$ cat src/hw/rtl/crcpf_pkg.sv
// shared types, constants and crc function for the crc16 packet framer
`timescale 1ns / 1ps
`default_nettype none
package crcpf_pkg;

  localparam logic       OP_START   = 1'b0;
  localparam logic       OP_PAYLOAD = 1'b1;

  localparam logic [15:0] CRC_INIT = 16'hFFFF;
  localparam logic [15:0] CRC_POLY = 16'hA001;

  // one queued command for the back end
  typedef struct packed {
    logic       op;
    logic [7:0] marker;
    logic [7:0] data;     // frame type on start, payload byte on payload
    logic [7:0] length;
    logic [7:0] seq;
    logic       close;    // crc bytes follow this command
  } cmd_t;

  // crc-16/modbus update by one byte, lsb first
  function automatic logic [15:0] crc_feed(input logic [15:0] crc_in, input logic [7:0] b);
    logic [15:0] c;
    c = crc_in ^ {8'h00, b};
    for (int k = 0; k < 8; k++) begin
      if (c[0]) begin
        c = (c >> 1) ^ CRC_POLY;
      end else begin
        c = c >> 1;
      end
    end
    return c;
  endfunction

endpackage
`default_nettype wire

$ cat src/hw/rtl/crcpf_front.sv
// front end: accepts items, tracks frame state and issues commands
`timescale 1ns / 1ps
`default_nettype none
module crcpf_front (
  input  wire logic            clk,
  input  wire logic            rst,
  input  wire logic            in_valid,
  output logic                 in_stall,
  input  wire logic            op,
  input  wire logic [7:0]      frame_type,
  input  wire logic [7:0]      frame_length,
  input  wire logic [7:0]      payload_byte,
  input  wire logic            cfg_write_en,
  input  wire logic [7:0]      cfg_write_data,
  input  wire logic            q_full,
  output logic                 push,
  output crcpf_pkg::cmd_t      push_cmd
);

  logic [7:0] start_marker;
  logic [7:0] sequence_number;
  logic [7:0] bytes_remaining;
  logic       frame_open;

  logic [7:0] sequence_number_next;
  logic [7:0] bytes_remaining_next;
  logic       frame_open_next;
  logic       accept;

  assign in_stall = q_full;
  assign accept   = in_valid && !q_full;

  always_comb begin
    sequence_number_next = sequence_number;
    bytes_remaining_next = bytes_remaining;
    frame_open_next      = frame_open;
    push                 = 1'b0;
    push_cmd.op          = op;
    push_cmd.marker      = start_marker;
    push_cmd.data        = (op == crcpf_pkg::OP_START) ? frame_type : payload_byte;
    push_cmd.length      = frame_length;
    push_cmd.seq         = sequence_number;
    push_cmd.close       = 1'b0;
    if (accept) begin
      if (op == crcpf_pkg::OP_START) begin
        push                 = 1'b1;
        sequence_number_next = sequence_number + 8'd1;
        push_cmd.close       = (frame_length == 8'd0);
        frame_open_next      = (frame_length != 8'd0);
        bytes_remaining_next = frame_length;
      end else if (frame_open) begin
        push                 = 1'b1;
        bytes_remaining_next = bytes_remaining - 8'd1;
        push_cmd.close       = (bytes_remaining == 8'd1);
        if (bytes_remaining == 8'd1) begin
          frame_open_next = 1'b0;
        end
      end
      // payload with no open frame is dropped
    end
  end

  always_ff @(posedge clk) begin
    if (rst) begin
      start_marker    <= 8'hAA;
      sequence_number <= 8'd0;
      bytes_remaining <= 8'd0;
      frame_open      <= 1'b0;
    end else begin
      if (cfg_write_en) begin
        start_marker <= cfg_write_data;
      end
      sequence_number <= sequence_number_next;
      bytes_remaining <= bytes_remaining_next;
      frame_open      <= frame_open_next;
    end
  end

endmodule
`default_nettype wire

$ cat src/hw/rtl/crcpf_queue.sv
// small command queue between front and back end
`timescale 1ns / 1ps
`default_nettype none
module crcpf_queue #(
  parameter int DEPTH = 4
) (
  input  wire logic            clk,
  input  wire logic            rst,
  input  wire logic            push,
  input  wire crcpf_pkg::cmd_t push_cmd,
  input  wire logic            pop,
  output crcpf_pkg::cmd_t      head,
  output logic                 empty,
  output logic                 full
);

  localparam int PTR_W = (DEPTH > 1) ? $clog2(DEPTH) : 1;
  localparam int CNT_W = $clog2(DEPTH + 1);

  crcpf_pkg::cmd_t entries [DEPTH];
  logic [PTR_W-1:0] wr_ptr;
  logic [PTR_W-1:0] rd_ptr;
  logic [CNT_W-1:0] count;
  logic             do_push;
  logic             do_pop;

  assign empty   = (count == CNT_W'(0));
  assign full    = (count == CNT_W'(DEPTH));
  assign do_push = push && !full;
  assign do_pop  = pop && !empty;
  assign head    = entries[rd_ptr];

  always_ff @(posedge clk) begin
    if (do_push) begin
      entries[wr_ptr] <= push_cmd;
    end
  end

  always_ff @(posedge clk) begin
    if (rst) begin
      wr_ptr <= '0;
      rd_ptr <= '0;
      count  <= '0;
    end else begin
      if (do_push) begin
        wr_ptr <= (wr_ptr == PTR_W'(DEPTH - 1)) ? '0 : wr_ptr + PTR_W'(1);
      end
      if (do_pop) begin
        rd_ptr <= (rd_ptr == PTR_W'(DEPTH - 1)) ? '0 : rd_ptr + PTR_W'(1);
      end
      if (do_push && !do_pop) begin
        count <= count + CNT_W'(1);
      end else if (do_pop && !do_push) begin
        count <= count - CNT_W'(1);
      end
    end
  end

  a_count_bound: assert property (@(posedge clk) disable iff (rst)
    count <= CNT_W'(DEPTH))
    else $error("queue count above depth");

  a_ptr_gap: assert property (@(posedge clk) disable iff (rst)
    (empty || full) |-> (wr_ptr == rd_ptr))
    else $error("queue pointers disagree with count");

  a_count_step: assert property (@(posedge clk) disable iff (rst)
    (do_push && !do_pop) |=> (count == $past(count) + CNT_W'(1)))
    else $error("queue count missed a push");

endmodule
`default_nettype wire

$ cat src/hw/rtl/crcpf_back.sv
// back end: walks each command byte by byte and computes the crc
`timescale 1ns / 1ps
`default_nettype none
module crcpf_back (
  input  wire logic            clk,
  input  wire logic            rst,
  input  wire crcpf_pkg::cmd_t head,
  input  wire logic            empty,
  output logic                 pop,
  output logic                 out_valid,
  input  wire logic            out_stall,
  output logic [7:0]           out_byte,
  output logic                 frame_end,
  output logic                 last_of_run
);

  localparam logic [2:0] STEP_FIRST  = 3'd0;
  localparam logic [2:0] STEP_TYPE   = 3'd1;
  localparam logic [2:0] STEP_SEQ    = 3'd2;
  localparam logic [2:0] STEP_LEN    = 3'd3;
  localparam logic [2:0] STEP_CRC_LO = 3'd4;
  localparam logic [2:0] STEP_CRC_HI = 3'd5;

  logic [2:0]  step;
  logic [15:0] crc;
  logic [2:0]  step_next;
  logic [15:0] crc_next;
  logic [7:0]  byte_next;
  logic        end_next;
  logic        last_next;
  logic        advance;

  assign advance = !empty && (!out_valid || !out_stall);
  assign pop     = advance && last_next;

  always_comb begin
    step_next = STEP_FIRST;
    crc_next  = crc;
    byte_next = head.data;
    end_next  = 1'b0;
    last_next = 1'b0;
    unique case (step)
      STEP_FIRST: begin
        if (head.op == crcpf_pkg::OP_START) begin
          byte_next = head.marker;
          crc_next  = crcpf_pkg::CRC_INIT;
          step_next = STEP_TYPE;
        end else begin
          byte_next = head.data;
          crc_next  = crcpf_pkg::crc_feed(crc, head.data);
          if (head.close) begin
            step_next = STEP_CRC_LO;
          end else begin
            last_next = 1'b1;
          end
        end
      end
      STEP_TYPE: begin
        byte_next = head.data;
        crc_next  = crcpf_pkg::crc_feed(crc, head.data);
        step_next = STEP_SEQ;
      end
      STEP_SEQ: begin
        byte_next = head.seq;
        crc_next  = crcpf_pkg::crc_feed(crc, head.seq);
        step_next = STEP_LEN;
      end
      STEP_LEN: begin
        byte_next = head.length;
        crc_next  = crcpf_pkg::crc_feed(crc, head.length);
        if (head.close) begin
          step_next = STEP_CRC_LO;
        end else begin
          last_next = 1'b1;
        end
      end
      STEP_CRC_LO: begin
        byte_next = crc[7:0];
        step_next = STEP_CRC_HI;
      end
      STEP_CRC_HI: begin
        byte_next = crc[15:8];
        crc_next  = crcpf_pkg::CRC_INIT;
        end_next  = 1'b1;
        last_next = 1'b1;
      end
      default: begin
        last_next = 1'b1;
      end
    endcase
  end

  always_ff @(posedge clk) begin
    if (rst) begin
      step      <= STEP_FIRST;
      crc       <= crcpf_pkg::CRC_INIT;
      out_valid <= 1'b0;
    end else if (advance) begin
      step      <= step_next;
      crc       <= crc_next;
      out_valid <= 1'b1;
    end else if (!out_stall) begin
      out_valid <= 1'b0;
    end
  end

  always_ff @(posedge clk) begin
    if (advance) begin
      out_byte    <= byte_next;
      frame_end   <= end_next;
      last_of_run <= last_next;
    end
  end

  a_end_is_last: assert property (@(posedge clk) disable iff (rst)
    (out_valid && frame_end) |-> last_of_run)
    else $error("frame end byte not marked last");

  a_step_range: assert property (@(posedge clk) disable iff (rst)
    step <= STEP_CRC_HI)
    else $error("step out of range");

  a_mid_cmd_held: assert property (@(posedge clk) disable iff (rst)
    (step != STEP_FIRST) |-> !empty)
    else $error("command left queue before its last byte");

  a_crc_reset_after_end: assert property (@(posedge clk) disable iff (rst)
    (advance && end_next) |=> (crc == crcpf_pkg::CRC_INIT && step == STEP_FIRST))
    else $error("crc not restored after frame end");

endmodule
`default_nettype wire

$ cat src/hw/rtl/crc16_packet_framer_unit.sv
// top level of the crc16 packet framer
// builds telemetry frames as a byte stream on a valid/stall output channel.
// input items: op 0 starts a frame (frame_type, frame_length), op 1 carries
// one payload byte. a start item yields marker, type, sequence, length and,
// for zero length, the crc low and high bytes; a payload item yields its byte
// and, on the last byte of the frame, the two crc bytes. payload with no open
// frame is dropped, a start abandons any open frame.
// cfg_write_en/cfg_write_data set the start marker (0xaa after reset).
// the first byte of an item passes through the queue and then the output
// register. the output register sends one byte per cycle while a command waits
// and the receiver does not stall; an item yields 1 or 3 bytes for payload,
// 4 or 6 for a start; a queue of QUEUE_DEPTH commands lets the front keep
// taking items meanwhile, and in_stall rises only when it fills.
// when the receiver stalls, the output byte holds and the queue fills behind it.
// reset (synchronous) clears the sequence number, closes any frame, restores
// the crc and empties the queue and output register.
`timescale 1ns / 1ps
`default_nettype none
module crc16_packet_framer_unit #(
  parameter int QUEUE_DEPTH = 4
) (
  input  wire logic       clk,
  input  wire logic       rst,
  input  wire logic       in_valid,
  output logic            in_stall,
  input  wire logic       op,
  input  wire logic [7:0] frame_type,
  input  wire logic [7:0] frame_length,
  input  wire logic [7:0] payload_byte,
  input  wire logic       cfg_write_en,
  input  wire logic [7:0] cfg_write_data,
  output logic            out_valid,
  input  wire logic       out_stall,
  output logic [7:0]      out_byte,
  output logic            frame_end,
  output logic            last_of_run
);

  crcpf_pkg::cmd_t push_cmd;
  crcpf_pkg::cmd_t head;
  logic            push;
  logic            pop;
  logic            q_empty;
  logic            q_full;

  crcpf_front u_front (
    .clk            (clk),
    .rst            (rst),
    .in_valid       (in_valid),
    .in_stall       (in_stall),
    .op             (op),
    .frame_type     (frame_type),
    .frame_length   (frame_length),
    .payload_byte   (payload_byte),
    .cfg_write_en   (cfg_write_en),
    .cfg_write_data (cfg_write_data),
    .q_full         (q_full),
    .push           (push),
    .push_cmd       (push_cmd)
  );

  crcpf_queue #(
    .DEPTH (QUEUE_DEPTH)
  ) u_queue (
    .clk      (clk),
    .rst      (rst),
    .push     (push),
    .push_cmd (push_cmd),
    .pop      (pop),
    .head     (head),
    .empty    (q_empty),
    .full     (q_full)
  );

  crcpf_back u_back (
    .clk         (clk),
    .rst         (rst),
    .head        (head),
    .empty       (q_empty),
    .pop         (pop),
    .out_valid   (out_valid),
    .out_stall   (out_stall),
    .out_byte    (out_byte),
    .frame_end   (frame_end),
    .last_of_run (last_of_run)
  );

endmodule
`default_nettype wire
$ cat config.mk
export PLATFORM = sky130hd
export DESIGN_NAME = crc16_packet_framer_unit
export DESIGN_NICKNAME = d
export VERILOG_FILES = /design/src/hw/rtl/crcpf_pkg.sv /design/src/hw/rtl/crcpf_front.sv /design/src/hw/rtl/crcpf_queue.sv /design/src/hw/rtl/crcpf_back.sv /design/src/hw/rtl/crc16_packet_framer_unit.sv
export SDC_FILE = /design/constraint.sdc
export NUM_CORES = 1
export LEC_CHECK = 0
export CORE_MARGIN = 4
export CORE_UTILIZATION = 25
export DETAILED_ROUTE_END_ITERATION = 8
export DONT_BUFFER_PORTS = 1
export HOLD_SLACK_MARGIN = 0.12
export PLACE_DENSITY = 0.46
export REMOVE_ABC_BUFFERS = 1
export SLEW_MARGIN = 5
export SYNTH_ARGS = -nofsm -noshare
export SYNTH_HDL_FRONTEND = slang
export SYNTH_SLANG_ARGS = --single-unit
$ cat constraint.sdc
create_clock -name clk -period 7.95 [get_ports clk]
set_input_delay 1.1925 -clock clk [delete_from_list [all_inputs] [get_ports clk]]
set_output_delay 1.1925 -clock clk [all_outputs]
set_load 0.005 [all_outputs]
==> impl_metrics.csv <==
group,metric,value,unit
min_path,holdCritPathClass,"reg2reg",
synthesis,synthDistinctLibCells,60,
global_routing,grt_pass1_wl,36.6,mm
synthesis,async_reset_ff_share,0,%
cells_and_area,synthToLayoutAreaGrowth,11.1,%
sta,max_freq,0.266,GHz
cells_and_area,final_nets,743,
route,detail_route.first_pass.iterations,5,
clock_tree,postCtsSetupBuffers,0,
sta,fin_skew,0.0113,ns
outcome,outcome,"completed",
power_and_ir_drop,pwr-share-comb,40.2,%
power_and_ir_drop,peakVddDrop,215,µV
global_routing,grt_use_total,11.6,%
placed_design,io_buffers,0,
clock_tree,cts_tree,"built",
global_routing,grt_pass1_vias,5794,
sta,whs,0.474,ns
route,routed.top_layer,"met4",
floorplan,rows,71,
cells_and_area,fin_area,10600,µm²
route,routed-wl-met3,839,µm
synthesis,synth_edf_count,146,
worst_setup_path,critPathBufInv,2,
floorplan,coreArea,37600,µm²
sta,rsz0062_at_grt,"false",
clock_tree,cts_hold_buf,0,
power_and_ir_drop,leakagePower,3.43,nW
power_and_ir_drop,swShare,37.0,%
cells_and_area,instances_no_fill,1219,
route,via_per_inst,4.69,
placed_design,gp_congestion,0.842,
sta,finalCritPeriodShare,47.3,%
route,wl_per_cell,19.5,µm
cells_and_area,n_antenna_cell,0,
cells_and_area,seqCellArea,5470,µm²
synthesis,synthCells,711,
floorplan,ios,50,
synthesis,synth_area,9520,µm²
route,drt-total-wl,23.8,mm
sta,finalCriticalPeriod,3.76,ns
placed_design,dp_cells,1187,
power_and_ir_drop,intPower,2.37,mW
sta,finalHoldViolCount,0,
power_and_ir_drop,clock_power_share,22.0,%
worst_setup_path,worst-path-max-fanout,20,
placed_design,dpl-instance-area,10000,µm²
worst_setup_path,crit_chain,"mux4_2, a222oi_1, nor2_1, inv_1, ha_1, inv_1, fa_1, xor2_1, or3_1, a21oi_1",
clock_tree,clkLatencyLatePin,0.44,ns
clock_tree,h-tree-depth,4,
floorplan,start_util,25.3,%
synthesis,synth_seq_cells,200,
power_and_ir_drop,p_per_area,355,nW/µm²
worst_setup_path,crit_path_top_delay_cell,"dfxtp_2",
global_routing,grt_overflow,0,
synthesis,postSynthAreaPerCell,13.4,µm²
route,vias,5723,
run,drv_cap,0,
synthesis,synth_warnings,0,
worst_setup_path,end_kind,"flop",
worst_setup_path,cp_slowest_stage_delay,0.78,ns
sta,tightestPinTransition,1.06,ns
worst_setup_path,required,8.32,ns
power_and_ir_drop,p_seq_share,37.8,%
route,drc,0,
floorplan,die_h,203,µm
worst_setup_path,cpMostUsedCell,"inv_1",
worst_setup_path,critPathTopFamily,"flip-flops",
cells_and_area,drive_gt1_share,13.7,%
power_and_ir_drop,switching_power,1.39,mW
clock_tree,cts_buffers,17,
route,wl_met2,11.2,mm
clock_tree,cts.repair.resized,0,
clock_tree,clk_pin_slew,0.07,ns
worst_setup_path,cp_data_arrival_time,4.13,ns
cells_and_area,multi_input_area,3820,µm²
route,antenna_left,0,
worst_setup_path,path_class,"reg2reg",
worst_setup_path,critPathLaunchType,"flop",
sta,fin_setup_tns,0,ns
synthesis,synthFlopType,"edfxtp_1",
global_routing,antenna_found_initial,0,
clock_tree,cts_buffer_depth,2,
route,detail_route.iter0.violations,460,
placed_design,hpwl,16.3,mm
sta,slew_violations,0,
route,drt-met1-wl,11.4,mm
cells_and_area,nFillCells,3814,
synthesis,ys_seq_area_share,57.4,%
sta,final-setup-viol-count,0,
clock_tree,cts-root-buf,"clkbuf_16",
sta,relSlewSlack,29.5,%
clock_tree,cts_sinks,200,
floorplan,die_w,203,µm
global_routing,grt_max_degree,48,
floorplan,die-area,41300,µm²
synth_stat cells, types with 3 or more instances:
| master | number | area (µm²) |
|---|---|---|
| nand3_1 | 6 | 30.0 |
| ha_1 | 9 | 113 |
| edfxtp_1 | 146 | 4380 |
| and2_1 | 4 | 25.0 |
| a211oi_1 | 6 | 45.0 |
| a21o_1 | 4 | 30.0 |
| and3_1 | 4 | 25.0 |
| mux2i_1 | 17 | 170 |
| a31oi_1 | 6 | 37.5 |
| o22ai_1 | 15 | 93.8 |
| mux4_2 | 37 | 833 |
| nand2_1 | 49 | 184 |
| buf_1 | 3 | 11.3 |
| nor3_1 | 18 | 90.1 |
| nor4_1 | 5 | 31.3 |
| xnor2_1 | 44 | 385 |
| xor2_1 | 46 | 403 |
| dfxtp_1 | 54 | 1080 |
| xnor3_1 | 3 | 67.6 |
| nand4_1 | 4 | 25.0 |
| inv_1 | 14 | 52.6 |
| a221o_1 | 6 | 60.1 |
| nand2b_1 | 3 | 18.8 |
| a22oi_1 | 12 | 90.1 |
| a21oi_1 | 39 | 195 |
| nor2_1 | 46 | 173 |
| buf_2 | 8 | 40.0 |
| a221oi_1 | 12 | 105 |
| o21ai_0 | 19 | 95.1 |
| mux2_2 | 10 | 113 |
| clkbuf_1 | 25 | 93.8 |
through the flow:
step / util (%) / power [mW] / setup slack (ns)
after global routing: 28.1 / 3.98 / 3.83
after detailed placement: 26.7 / 2.96 / 4.10
after floorplan: - / 2.54 / 3.56
final: 28.1 / 3.76 / 4.19
after global placement: 26.7 / 2.96 / 4.16
after CTS: 28.1 / 3.79 / 4.07
logic make-up (layout without fill, tap and decap cells):
| group | count (synthesis) | count (layout) | synth area share [%] |
|---|---|---|---|
| and+or+nand+nor | 148 | 148 | 6.96 |
| xor gates and xnor gates | 99 | 99 | 10.4 |
| muxes | 65 | 65 | 12.0 |
| buffers and inverters | 55 | 52 | 2.52 |
| adders and majority gates | 10 | 10 | 1.39 |
| AOI/OAI and AO/OA | 134 | 134 | 9.34 |
| DFF | 200 | 200 | 57.4 |
registers in the layout (all words and copies together), names as in the netlist, named ones only:
signal / flops
u_front.sequence_number: 8
u_queue.wr_ptr: 2
u_back.step: 3
u_front.frame_open: 1
u_queue.rd_ptr: 2
u_front.bytes_remaining: 8
u_back.crc: 16
u_front.start_marker: 8
u_back.frame_end: 1
u_back.out_byte: 8
u_queue.count: 3
u_queue.entries: 136
u_back.out_valid: 1
u_back.last_of_run: 1
path summary, 6_finish.rpt:
kind / start / end / slack (ns) / depth (start not counted)
worst min register to register: u_front.frame_open / u_front.frame_open / 0.47 / 2
worst max-delay path: flop / u_queue.count[2] / 4.19 / 10
worst max register to register: flop / u_queue.count[2] / 4.19 / 10
worst min-delay path: u_front.frame_open / u_front.frame_open / 0.47 / 2
final cells by class:
type	instances	share of cell area [%]
clock buffer	19	4.09
clock inverter	13	1.09
inverter	14	0.497
multi-input combinational	456	36.1
sequential	200	51.7
tap	511	6.05
timing repair buffer	6	0.426
worst min-delay path: cells and delay by family (launching register included):
family	cells	cell delay [ns]
AO/OA/AOI/OAI	2	0.13
flip-flops	1	0.31
placed cells by master (no fill, tap or decap), types with 12 or more instances in the layout:
cell type  synthesis  routed
edfxtp_1         146     146
a22oi_1           12      12
clkbuf_16          0      17
mux4_2            37      37
xor2_1            46      46
a21oi_1           39      39
mux2i_1           17      17
nor2_1            46      46
xnor2_1           44      44
nand2_1           49      49
dfxtp_1           54      52
a221oi_1          12      12
inv_1             14      14
o21ai_0           19      19
nor3_1            18      18
o22ai_1           15      15
per-layer routing:
| metal | up-vias | track usage (%) |
|---|---|---|
| met1 | 2915 | 16.7 |
| met5 | - | 0 |
| met4 | 0 | 3.28 |
| met2 | 121 | 18.1 |
| met3 | 23 | 2.27 |
| li1 | 2664 | - |
power by group through the flow:
stage | clock, mW | combinational (mW) | sequential, mW
finish | 0.828 | 1.51 | 1.42
global route | 0.892 | 1.65 | 1.44
global placement | 0 | 1.52 | 1.45
detailed placement | 0 | 1.51 | 1.44
floorplan | 0 | 1.12 | 1.42
CTS | 0.851 | 1.52 | 1.42
Note: power is estimated with default switching activity, not from simulation.
